## src/hdl/sfs_pkg.sv

```systemverilog
// ============================================================================
// sfs_pkg
// Types and constants shared by the sprite frame sequencer files.
// ============================================================================
`default_nettype none

package sfs_pkg;

   localparam int unsigned MAX_FRAMES = 64;
   localparam int unsigned MAX_CLIPS  = 16;
   localparam int unsigned FRAME_AW   = 6;
   localparam int unsigned CLIP_AW    = 4;

   localparam logic [11:0] SPEED_RESET = 12'd256;
   localparam logic [23:0] TIMER_MAX   = 24'hFFFFFF;

   typedef enum logic [2:0] {
      REQ_CLEAR  = 3'd0,
      REQ_FRAME  = 3'd1,
      REQ_STRIP  = 3'd2,
      REQ_CLIP   = 3'd3,
      REQ_PLAY   = 3'd4,
      REQ_STOP   = 3'd5,
      REQ_TICK   = 3'd6,
      REQ_RESET  = 3'd7
   } req_code_type;

   typedef enum logic [3:0] {
      ST_IDLE,
      ST_EXEC,
      ST_STRIP,
      ST_T_MUL,
      ST_T_ADD,
      ST_ADV_IDX,
      ST_ADV_CHK,
      ST_SUM_RD,
      ST_SUM_ACC,
      ST_DIV,
      ST_R_CLIP,
      ST_R_CHK,
      ST_OUT
   } state_type;

   typedef struct packed {
      logic signed [15:0] x;
      logic signed [15:0] y;
      logic [15:0]        w;
      logic [15:0]        h;
      logic [15:0]        dur;
   } frame_entry_type;

   typedef struct packed {
      logic [5:0] first;
      logic [6:0] count;
      logic       loop;
   } clip_entry_type;

   typedef struct packed {
      logic        start;
      logic [23:0] dividend;
      logic [21:0] divisor;
   } mod_cmd_type;

   typedef struct packed {
      logic        done;
      logic [21:0] rem;
   } mod_rsp_type;

endpackage

`default_nettype wire

```

## src/hdl/sfs_mod_unit.sv

```systemverilog
// ============================================================================
// sfs_mod_unit
// Restoring remainder unit, one dividend bit per cycle.
// ============================================================================
`default_nettype none

module sfs_mod_unit
   import sfs_pkg::*;
(
   input  wire logic        clock,
   input  wire logic        reset,
   input  wire mod_cmd_type cmd,
   output mod_rsp_type      rsp
);

   logic        busy_ff, busy_in;
   logic        done_ff, done_in;
   logic [4:0]  cnt_ff, cnt_in;
   logic [23:0] num_ff, num_in;
   logic [21:0] div_ff, div_in;
   logic [22:0] rem_ff, rem_in;
   logic [22:0] trial;

   always_comb begin
      busy_in = busy_ff;
      done_in = 1'b0;
      cnt_in  = cnt_ff;
      num_in  = num_ff;
      div_in  = div_ff;
      rem_in  = rem_ff;
      trial   = {rem_ff[21:0], num_ff[23]};
      if (cmd.start) begin
         busy_in = 1'b1;
         cnt_in  = 5'd23;
         num_in  = cmd.dividend;
         div_in  = cmd.divisor;
         rem_in  = '0;
      end else if (busy_ff) begin
         // shift in the next bit, subtract when it fits
         rem_in = (trial >= {1'b0, div_ff}) ? trial - {1'b0, div_ff} : trial;
         num_in = {num_ff[22:0], 1'b0};
         cnt_in = cnt_ff - 5'd1;
         if (cnt_ff == 5'd0) begin
            busy_in = 1'b0;
            done_in = 1'b1;
         end
      end
   end

   always_ff @(posedge clock) begin
      if (reset) begin
         busy_ff <= 1'b0;
         done_ff <= 1'b0;
         cnt_ff  <= '0;
      end else begin
         busy_ff <= busy_in;
         done_ff <= done_in;
         cnt_ff  <= cnt_in;
      end
   end

   always_ff @(posedge clock) begin
      num_ff <= num_in;
      div_ff <= div_in;
      rem_ff <= rem_in;
   end

   assign rsp.done = done_ff;
   assign rsp.rem  = rem_ff[21:0];

endmodule

`default_nettype wire

```

## config.mk

```make
export PLATFORM = sky130hd
export DESIGN_NAME = sfs_mod_unit
export DESIGN_NICKNAME = d
export VERILOG_FILES = /design/src/hdl/sfs_pkg.sv /design/src/hdl/sfs_mod_unit.sv
export SDC_FILE = /design/constraint.sdc
export NUM_CORES = 1
export LEC_CHECK = 0
export BUFFER_PORTS_ARGS = -buffer_cell sky130_fd_sc_hd__buf_2
export CORE_MARGIN = 3
export CORE_UTILIZATION = 55
export DETAILED_ROUTE_END_ITERATION = 12
export PLACE_DENSITY = 0.78
export SKIP_LAST_GASP = 1
export SYNTH_ARGS = -nofsm -noshare
export SYNTH_HDL_FRONTEND = slang
export SYNTH_SLANG_ARGS = --single-unit
```

## constraint.sdc

```tcl
create_clock -name clock -period 4.55 [get_ports clock]
set_clock_uncertainty 0.05 [all_clocks]
set_input_delay 1.1375 -clock clock [delete_from_list [all_inputs] [get_ports clock]]
set_output_delay 1.1375 -clock clock [all_outputs]
set_load 0.1 [all_outputs]
```

==> impl_results.md <==
- Max Freq: 295 MHz
- Sequential element share of the synthesized area: 44.7%
- Worst Hold Path EP: rem_ff[19]$_SDFFE_PP0P_
- Standard-cell row count: 31
- Root Buffer: clkbuf_8
- Area of the mapped netlist: 4390 um2
- First-pass GRT wire length: 15,600 um
- Hold path cells: 2
- Resized cells post-CTS: 0
- Vert. Die Dim: 95.3 um
- RSZ-0062 raised after global routing: no
- Number of vias per cell: 5.90
- Core ar.: 7490 um2
- Post-synthesis cell count: 431
- Post-DP Area: 4800 um2
- Worst vdd ir: 222 uV
- Worst reg-to-reg setup slack: 1.16 ns
- Pre-Repair DR Iteration Count: 5
- # diodes: 0
- Clock buffer count from CTS: 9
- Tcrit/Tclk final: 74.5%
- Power after layout: 0.00166 W
- Deepest clock path buffer count: 2
- Antenna violations before repair: 0
- Clock latency on the worst-skew pair: 0.35 ns
- GRT Overall Usage: 22.0%
- Critical-path maximum fanout: 17
- Setup CP Type: reg -> reg
- Critical hold path startpoint: rem_ff[19]$_SDFFE_PP0P_
- Most common cell after layout, fill and taps aside: buf_2
- Share of cells above drive strength 1: 24.9%
- Min-Delay Path Class: reg -> reg
- CTS Sinks: 75
- Post-synthesis async set-or-reset flop share: 0%
- H-tree levels: 3
- Syn nets: 505
- Die area: 9090 um2
- Core Util, Final: 66.6%
- Final min period: 3.39 ns
- Worst R2R Start: div_ff[1]$_DFFE_PP_
- Fin area: 4990 um2
- Reg2reg end: rem_ff[10]$_SDFFE_PP0P_
- CP startpoint kind: flop
- Multi-input gate area: 2220 um2
- 1st-iter DRT viols: 193
- Library cells used by synthesis: 59
- Final setup vio count: 0
- Synth Flop Type: edfxtp_1
- Maxcap violations: 0
- Least-Margin Pin Slew: 1.00 ns
- Post-DP HPWL: 6790 um
- Max_slew headroom: 33.2%
- Path depth of the worst reg2reg path: 10
- Layout area overhead: 13.6%
- Via count: 3,545
- Commonest non-fill, non-tap cells in the layout: 71 x buf_2, 46 x edfxtp_1, 38 x nand2_1
- Syn. warnings: 0
- Largest net degree at the start of global routing: 66
- Antenna-violating nets left: 0
- CTS tree: built
- Post-Layout Cell Count: 601
- DIE WIDTH: 95.3 um
- CP endpoint kind: flop
- Slew Viols, Final: 0
- Fin nets: 571
- Outcome: finished, final reports clean
- Residual DRC count: 0
- Total grt overflow: 0
- Drt wl/cell: 15.4 um
- Avg Cell Area, Syn: 10.2 um2
- Power Dens Cells: 333 nW/um2
- Gpl congestion: 0.855
- #FFs+latches synth: 75
- Number of flops mapped to enable cells by yosys: 46
- I/O pins: 72
- Placed cell count: 585
- Total negative setup slack: 0 ns
- Hold Fails Final Rpt: 0
- Cts hold-fix bufs: 0
- Fill cells: 623
- Final WL: 9280 um
- CP Data Required Time: 4.70 ns
- Vias in the first global route: 3,384
- P_leak: 2.10 nW
- Port Buffers: 71
- FF+latch area: 1960 um2
- Arr. time, crit path: 3.54 ns
- Post-CTS Repair Setup Buffers: 0
- Worst-path clk slew: 0.08 ns
- Initial Util: 58.6%
==> final cells by class <==
cell class                      count  area share [%]
Clock buffer                       10            2.56
Clock inverter                      6            1.15
Inverter                           28            2.11
Multi-Input combinational cell    308            44.6
Sequential cell                    75            39.3
Tap cell                           99            2.48
Timing Repair Buffer               75            7.73
==> kinds of logic after synthesis <==
group	count (synthesis)	synth area share [%]
muxes	42	10.3
adders and majority gates	25	7.30
buffers and inverters	48	4.62
xor gates and xnor gates	18	3.59
AOI/OAI and AO/OA	105	16.8
DFF	75	44.7
and+or+nand+nor	118	12.7
==> through the flow <==
stage	setup WS, ns	hold slack [ns]
finish	1.16	0.446
global route	0.975	0.487
CTS	1.14	0.449
detailed placement	1.16	0.439
global placement	1.25	0.432
floorplan	1.24	0.468
==> sequential cells by signal, indices dropped and copies added, names as in the netlist <==
name and flops:
busy_ff 1, cnt_ff 5, div_ff 22, done_ff 1
num_ff 24, rem_ff 22
==> critical path, cell delays in order (launching register included) <==
cell and delay, ns:
edfxtp_1 0.38, inv_1 0.05, ha_1 0.28, nor2b_1 0.20
o2111ai_2 0.23, a2111oi_4 0.38, o21ba_1 0.22, o31ai_4 0.80
buf_4 0.35, mux2i_1 0.20, a211oi_1 0.09
==> cell usage after synthesis, types with 5 or more instances <==
cell | n | area (um2)
mux2i_1 | 18 | 180
a21o_1 | 7 | 52.6
mux2_2 | 24 | 270
nor3_1 | 9 | 45.0
a211oi_1 | 12 | 90.1
a21oi_1 | 26 | 130
nand4_1 | 5 | 31.3
ha_1 | 24 | 300
nand2_1 | 38 | 143
buf_2 | 6 | 30.0
inv_1 | 28 | 105
dfxtp_1 | 29 | 581
o21ai_0 | 21 | 105
nor2_1 | 35 | 131
xor2_1 | 6 | 52.6
xnor2_1 | 12 | 105
nand3_1 | 7 | 35.0
clkbuf_1 | 11 | 41.3
edfxtp_1 | 46 | 1380
==> layer usage <==
layer | vias to the layer above | part of all wire (%) | GRT usage, %
met2 | 129 | 49 | 36.6
met4 | 0 | 2.2 | 9.25
met5 | - | 0 | 0
met3 | 18 | 7.9 | 5.21
li1 | 1703 | - | -
met1 | 1695 | 41 | 27.3
==> how the worst max path moves through the flow <==
| stage | from | endpoint | slack (ns) | cells past startpoint |
|---|---|---|---|---|
| after floorplan | rem_ff[15]$_SDFFE_PP0P_ | rem_ff[11]$_SDFFE_PP0P_ | 1.24 | 10 |
| after global placement | div_ff[1]$_DFFE_PP_ | rem_ff[10]$_SDFFE_PP0P_ | 1.25 | 10 |
| after detailed placement | div_ff[1]$_DFFE_PP_ | rem_ff[11]$_SDFFE_PP0P_ | 1.16 | 10 |
| after CTS | div_ff[1]$_DFFE_PP_ | rem_ff[10]$_SDFFE_PP0P_ | 1.14 | 10 |
| after global routing | div_ff[1]$_DFFE_PP_ | rem_ff[14]$_SDFFE_PP0P_ | 0.97 | 10 |
| final | div_ff[1]$_DFFE_PP_ | rem_ff[10]$_SDFFE_PP0P_ | 1.16 | 10 |
==> power breakdown <==
part	total (W)	internal (W)	switching, W
logic	0.000359	0.000132	0.000227
clock network	0.000498	0.000250	0.000248
registers	0.000802	0.000780	0.0000223
Power figures use the tool's default switching activity.
