--- src/hdl/sfs_pkg.sv ---
// ============================================================================
// sfs_pkg
// Types and constants shared by the sprite frame sequencer files.
// ============================================================================
`default_nettype none

package sfs_pkg;

   localparam int unsigned MAX_FRAMES = 64;
   localparam int unsigned MAX_CLIPS  = 16;
   localparam int unsigned FRAME_AW   = 6;
   localparam int unsigned CLIP_AW    = 4;

   localparam logic [11:0] SPEED_RESET = 12'd256;
   localparam logic [23:0] TIMER_MAX   = 24'hFFFFFF;

   typedef enum logic [2:0] {
      REQ_CLEAR  = 3'd0,
      REQ_FRAME  = 3'd1,
      REQ_STRIP  = 3'd2,
      REQ_CLIP   = 3'd3,
      REQ_PLAY   = 3'd4,
      REQ_STOP   = 3'd5,
      REQ_TICK   = 3'd6,
      REQ_RESET  = 3'd7
   } req_code_type;

   typedef enum logic [3:0] {
      ST_IDLE,
      ST_EXEC,
      ST_STRIP,
      ST_T_MUL,
      ST_T_ADD,
      ST_ADV_IDX,
      ST_ADV_CHK,
      ST_SUM_RD,
      ST_SUM_ACC,
      ST_DIV,
      ST_R_CLIP,
      ST_R_CHK,
      ST_OUT
   } state_type;

   typedef struct packed {
      logic signed [15:0] x;
      logic signed [15:0] y;
      logic [15:0]        w;
      logic [15:0]        h;
      logic [15:0]        dur;
   } frame_entry_type;

   typedef struct packed {
      logic [5:0] first;
      logic [6:0] count;
      logic       loop;
   } clip_entry_type;

   typedef struct packed {
      logic        start;
      logic [23:0] dividend;
      logic [21:0] divisor;
   } mod_cmd_type;

   typedef struct packed {
      logic        done;
      logic [21:0] rem;
   } mod_rsp_type;

endpackage

`default_nettype wire

--- src/hdl/sfs_clip_store.sv ---
// ============================================================================
// sfs_clip_store
// Clip table: first frame, frame count and loop flag per clip.
// ============================================================================
`default_nettype none

module sfs_clip_store
   import sfs_pkg::*;
(
   input  wire logic               clock,
   input  wire logic               wr_en,
   input  wire logic [CLIP_AW-1:0] wr_addr,
   input  wire clip_entry_type     wr_data,
   input  wire logic [CLIP_AW-1:0] rd_addr,
   output clip_entry_type          rd_data
);

   clip_entry_type mem [MAX_CLIPS];
   clip_entry_type rd_data_ff;

   always_ff @(posedge clock) begin
      if (wr_en) begin
         mem[wr_addr] <= wr_data;
      end
      rd_data_ff <= mem[rd_addr];
   end

   assign rd_data = rd_data_ff;

endmodule

`default_nettype wire

--- config.mk ---
export PLATFORM = sky130hd
export DESIGN_NAME = sfs_clip_store
export DESIGN_NICKNAME = d
export VERILOG_FILES = /design/src/hdl/sfs_pkg.sv /design/src/hdl/sfs_clip_store.sv
export SDC_FILE = /design/constraint.sdc
export NUM_CORES = 1
export LEC_CHECK = 0
export ABC_CLOCK_PERIOD_IN_PS = 2430
export BUFFER_PORTS_ARGS = -buffer_cell sky130_fd_sc_hd__buf_4
export CAP_MARGIN = 20
export CORE_UTILIZATION = 40
export DETAILED_ROUTE_END_ITERATION = 16
export HOLD_SLACK_MARGIN = 0.15
export PLACE_DENSITY = 0.54
export SYNTH_ARGS = -nofsm -noshare
export SYNTH_HDL_FRONTEND = slang
export SYNTH_SLANG_ARGS = --single-unit
--- constraint.sdc ---
create_clock -name clock -period 2.43 [get_ports clock]
set_clock_uncertainty 0.05 [all_clocks]
set_input_delay 0.486 -clock clock [delete_from_list [all_inputs] [get_ports clock]]
set_output_delay 0.486 -clock clock [all_outputs]
set_load 0.05 [all_outputs]
==> impl_metrics.json, run 1 <==
{
  "status": "finished clean",
  "grt_first_pass_wirelength_um": 28500,
  "detail_route.wl_per_cell_um": 25.7,
  "synth_nets": 403,
  "max-slew-margin-rel": 0.421,
  "ctsResizeCount": 0,
  "clockBufferDepth": 3,
  "crit_fanout": 1,
  "cp_slowest_stage_delay_ns": 0.39,
  "fillCellCount": 1752,
  "ys_ff_latch": 238,
  "yosysSeqAreaShare": 0.800,
  "ir_drop_uv": 615,
  "globalRouteOverflowTotal": 0,
  "synth_top_area_cell": "edfxtp_1",
  "fin_util": 0.487,
  "worstSetupEndpointType": "output port",
  "core.rowCount": 53,
  "slew_viol_final": 0,
  "hp-class": "in -> reg",
  "synth_common_cells": "224 x edfxtp_1, 56 x mux4_2, 28 x a22oi_1, 15 x nand2_1, 14 x dfxtp_1",
  "routed-wl-met2_um": 8880,
  "routed.top_layer": "met4",
  "async_flop_share": 0,
  "final_cells": 747,
  "initial_core_util": 0.413,
  "coreArea_um2": 21200,
  "cts_buffers": 25,
  "synthDistinctLibCells": 17,
  "htree_levels": 1,
  "grt_max_degree": 57,
  "swShare": 0.208,
  "cp_slowest_cell": "dfxtp_1",
  "cp_data_arrival_time_ns": 1.13,
  "power_frac_seq": 0.532,
  "start_kind": "register",
  "p_int_w": 0.00688,
  "gp_congestion": 0.711,
  "register_area_um2": 7010,
  "dr.pass1.iters": 4,
  "vias_per_cell": 5.55,
  "required_ns": 1.89,
  "powerDensity_nw_per_um2": 840,
  "yosysMostFrequentCell": "edfxtp_1",
  "path_buf_inv": 1,
  "clock_power_share": 0.406,
  "fin_crit_sh": 0.687,
  "fmax_ghz": 0.599,
  "layout.nets": 479,
  "min_period_ns": 1.67,
  "initialDrtViolationCount": 421,
  "die_area_um2": 22500,
  "netlist_instances": 379,
  "power_w": 0.00869,
  "cts_root_buf": "clkbuf_16",
  "power_switching_w": 0.00181,
  "postRouteAntennaNets": 0,
  "synth.area.top_cells": "edfxtp_1 77%, mux4_2 14%, dfxtp_1 3.2%",
  "grt_usage": 0.180,
  "multi_input_area_um2": 1710,
  "hold_viol": 0,
  "cts_sinks": 238,
  "cp_top_family": "flip-flops",
  "postSynthAreaPerCell_um2": 23.1,
  "p_comb_frac": 0.062,
  "remaining_drc_errors": 0,
  "io_buffers": 37,
  "synth_area_um2": 8760,
  "path_cells": "buf_4",
  "synth_edf_count": 224,
  "setup_viol": 0,
  "ios": 38,
  "hold-worst-slack_ns": 0.220,
  "clock_latency_ns": 0.51,
  "die_width_um": 150,
  "synth_warnings": 0,
  "cts_hold_buf": 0,
  "vias": 4148,
  "fp.dieH_um": 150,
  "path_class": "reg -> out",
  "rsz0062_at_grt": "no",
  "tns_ns": 0,
  "synth_top_area_frac": 0.768,
  "m1WireLength_um": 8560,
  "final_layout_size_suffix_gt1_frac": 0.360,
  "post_cts_buffers": 0,
  "cts_tree": "yes",
  "first_global_vias": 4342,
  "worstMarginPinSlew_ns": 0.868,
  "place_inst": 703,
  "wirelength_um": 19200,
  "synth_ff_type": "edfxtp_1",
  "max_cap_viol_count": 0,
  "area_growth_pct": 18.0,
  "met3_length_um": 1360,
  "p_leak_nw": 3.36,
  "antenna_cells": 0,
  "dpl.hpwl_um": 10800,
  "antenna_found_initial": 0,
  "cts.clk_slew.worst_paths_ns": 0.06
}
==> power groups by stage <==
stage | Sequential (W) | Clock (W) | Combinational, W
after global placement | 0.00470 | 0 | 0.000544
after floorplan | 0.00479 | 0 | 0.000226
final | 0.00462 | 0.00353 | 0.000541
after global routing | 0.00463 | 0.00376 | 0.000579
after detailed placement | 0.00470 | 0 | 0.000551
after CTS | 0.00462 | 0.00361 | 0.000552
==> state kept, by name, indices dropped and copies added (netlist names) <==
name,flops
mem,224
rd_data,14
==> per-stage QoR <==
stage | setup slack, ns | area (um2)
after CTS | 0.743 | 10300
after global placement | 0.417 | 9580
after global routing | 0.719 | 10300
after floorplan | 0.0539 | 8760
after detailed placement | 0.387 | 9580
final | 0.761 | 10300
==> worst paths after layout <==
kind,from,end,slack (ns),depth (start not counted)
worst max-delay path,rd_data[6],rd_data[6],0.76,1
worst min-delay path,wr_data[4],mem[8][4],0.22,1
worst max register to register,mem[3][9],rd_data[9],1.07,3
worst min register to register,mem[15][4],rd_data[4],0.61,3
==> final cells by class <==
type	count	area share
Multi-Input combinational cell	125	0.165
Sequential cell	238	0.677
Clock inverter	8	0.00617
Timing Repair Buffer	65	0.0508
Tap cell	275	0.0333
Clock buffer	36	0.0674
==> logic make-up (layout without fill, tap and decap cells) <==
group                  Yosys count  in the layout  synth area share
DFF                            238            238             0.800
muxes                           56             56             0.144
and+or+nand+nor                 41             41            0.0211
AOI/OAI and AO/OA               28             28            0.0240
buffers and inverters           16            109            0.0114
==> metal layers <==
metal | track usage | vias to the layer above
met2 | 0.276 | 130
met4 | 0.0399 | 0
li1 | - | 1760
met1 | 0.271 | 2228
met3 | 0.0299 | 30
met5 | 0 | -
==> layout by cell type, fill, tap and decap left out, drive strengths merged <==
| master | instances |
|---|---|
| a22oi | 28 |
| nand2 | 15 |
| and2 | 1 |
| nor2 | 13 |
| nand3 | 1 |
| clkinvlp | 1 |
| or3b | 1 |
| bufinv | 1 |
| nor2b | 2 |
| mux4 | 56 |
| nor3 | 4 |
| nand2b | 2 |
| nand3b | 2 |
| buf | 65 |
| edfxtp | 224 |
| clkbuf | 36 |
| dfxtp | 14 |
| clkinv | 6 |
Note: power is estimated with default switching activity, not from simulation.
==> inputs of run 2 (changes only) <==
--- a/config.mk
+++ b/config.mk
@@ -5,7 +5,7 @@
 export SDC_FILE = /design/constraint.sdc
 export NUM_CORES = 1
 export LEC_CHECK = 0
-export ABC_CLOCK_PERIOD_IN_PS = 2430
+export ABC_CLOCK_PERIOD_IN_PS = 1350
 export BUFFER_PORTS_ARGS = -buffer_cell sky130_fd_sc_hd__buf_4
 export CAP_MARGIN = 20
 export CORE_UTILIZATION = 40
==> constraint.sdc (replaced) <==
create_clock -name clock -period 1.35 [get_ports clock]
set_clock_uncertainty 0.05 [all_clocks]
set_input_delay 0.27 -clock clock [delete_from_list [all_inputs] [get_ports clock]]
set_output_delay 0.27 -clock clock [all_outputs]
set_load 0.05 [all_outputs]
==> impl_metrics.json, run 2 (synthesis gave the netlist of run 1 again) <==
{
  "final_layout_size_suffix_gt1_frac": 0.397,
  "start_kind": "register",
  "die_width_um": 150,
  "antenna_cells": 0,
  "fin_area_um2": 11000,
  "coreArea_um2": 21200,
  "required_ns": 1.03,
  "p_leak_nw": 3.56,
  "remaining_drc_errors": 0,
  "cp_data_arrival_time_ns": 1.02,
  "setup_viol": 0,
  "fillCellCount": 1697,
  "cts_sinks": 238,
  "regMostFlops": "mem",
  "die_area_um2": 22500,
  "io_buffers": 37,
  "cp_slowest_cell": "dfxtp_2",
  "fp.dieH_um": 150,
  "cts.clk_slew.worst_paths_ns": 0.06,
  "register_area_um2": 7020,
  "reg2reg_slack_ns": 0.05,
  "final_cells": 769,
  "crit_fanout": 1,
  "cts_root_buf": "clkbuf_16",
  "vias_per_cell": 5.45,
  "gp_congestion": 0.689,
  "min_period_ns": 1.34,
  "globalRouteOverflowTotal": 0,
  "fmax_ghz": 0.745,
  "clockBufferDepth": 3,
  "worstMarginPinSlew_ns": 0.355,
  "layout.nets": 499,
  "first_global_vias": 4340,
  "multi_input_area_um2": 1770,
  "max-slew-margin-rel": 0.763,
  "path_buf_inv": 1,
  "initial_core_util": 0.413,
  "grt_max_degree": 23,
  "status": "finished clean",
  "worstSetupEndpointType": "output port",
  "ios": 38,
  "grt_usage": 0.179,
  "path_class": "reg -> out",
  "vias": 4193,
  "layout_common_cells": "224 x edfxtp_1, 56 x mux4_2, 33 x buf_4",
  "grt_first_pass_wirelength_um": 27900,
  "area_growth_pct": 25.0,
  "cp_slowest_stage_delay_ns": 0.36,
  "max_cap_viol_count": 0,
  "core.rowCount": 53,
  "detail_route.wl_per_cell_um": 24.6,
  "clock_latency_ns": 0.52,
  "antenna_found_initial": 0,
  "ir_drop_uv": 837,
  "placed_cell_area_um2": 9930,
  "path_cells": "buf_8",
  "largest_reg_flops": 224,
  "setup_ws_ns": 0.00848,
  "dr.pass1.iters": 4,
  "cts_buffers": 25,
  "cts_tree": "yes",
  "fin_crit_sh": 0.994,
  "initialDrtViolationCount": 300,
  "place_inst": 709,
  "powerDensity_nw_per_um2": 1450,
  "postRouteAntennaNets": 0,
  "post-place-ws_ns": -0.309,
  "cp_top_family": "flip-flops",
  "wirelength_um": 18900,
  "slew_viol_final": 0,
  "rsz0062_at_grt": "yes",
  "hold_viol": 0,
  "mostFrequentLayoutCell": "edfxtp_1",
  "htree_levels": 1,
  "post_cts_buffers": 0,
  "hp-class": "in -> reg",
  "dpl.hpwl_um": 10200
}
[run 2: tightest hold or removal path, delay by kind of cell]
family	cells	cell delay, ns
buffers and inverters	1	0.15
and+or+nand+nor	1	0.06
muxes	1	0.19
AOI/OAI and AO/OA	1	0.07
[run 2: repair_timing]
| item | 4_1_cts | 5_1_grt |
|---|---|---|
| gates resized for setup | 22 | 15 |
| setup endpoints to repair | 12 | 15 |
| pin swaps | 0 | 1 |
| hold buffers | 14 | 0 |
| hold endpoints to repair | 224 | 0 |
[run 2: where the power goes]
| group | leakage (nW) | switching (W) | total (W) | internal [W] |
|---|---|---|---|---|
| logic | 1.03 | 0.000620 | 0.00113 | 0.000507 |
| clock network | 0.379 | 0.00266 | 0.00640 | 0.00374 |
| registers | 2.14 | 0.0000616 | 0.00833 | 0.00827 |
| total | 3.56 | 0.00334 | 0.0159 | 0.0125 |
[run 2: worst paths after layout]
| check | start | end | cells past startpoint |
|---|---|---|---|
| hold reg to reg | mem[15][0] | rd_data[0] | 3 |
| hold / removal | rd_addr[1] | rd_data[12] | 4 |
| setup / recovery | rd_data[3] | rd_data[3] | 1 |
| setup reg to reg | mem[0][8] | rd_data[8] | 3 |
[run 2: per-layer routing]
metal  vias up  part of all wire  global-route usage
met5         -                 0                   0
met4         0             0.022              0.0576
met3        32             0.063              0.0271
met2       127              0.50               0.290
met1      2228              0.42               0.249
li1       1806                 -                   -
[run 2: final cells by class]
| type | count | area share |
|---|---|---|
| clock buffers | 35 | 0.0624 |
| clock inverters | 11 | 0.00823 |
| multi-input cells | 125 | 0.161 |
| flip-flops and latches | 238 | 0.641 |
| well taps | 275 | 0.0314 |
| repair buffers | 85 | 0.0954 |
[run 2: through the flow]
| step | hold WS (ns) | setup TNS, ns | power (W) | utilization |
|---|---|---|---|---|
| final | 0.206 | 0 | 0.0159 | 0.516 |
| after global routing | 0.217 | -0.0367 | 0.0164 | 0.516 |
| after CTS | 0.198 | -0.0288 | 0.0160 | 0.514 |
| after detailed placement | 0.525 | -41.79 | 0.00953 | 0.468 |
| after global placement | 0.512 | -41.38 | 0.00951 | 0.468 |
| after floorplan | 0.319 | -22.52 | 0.00907 | - |
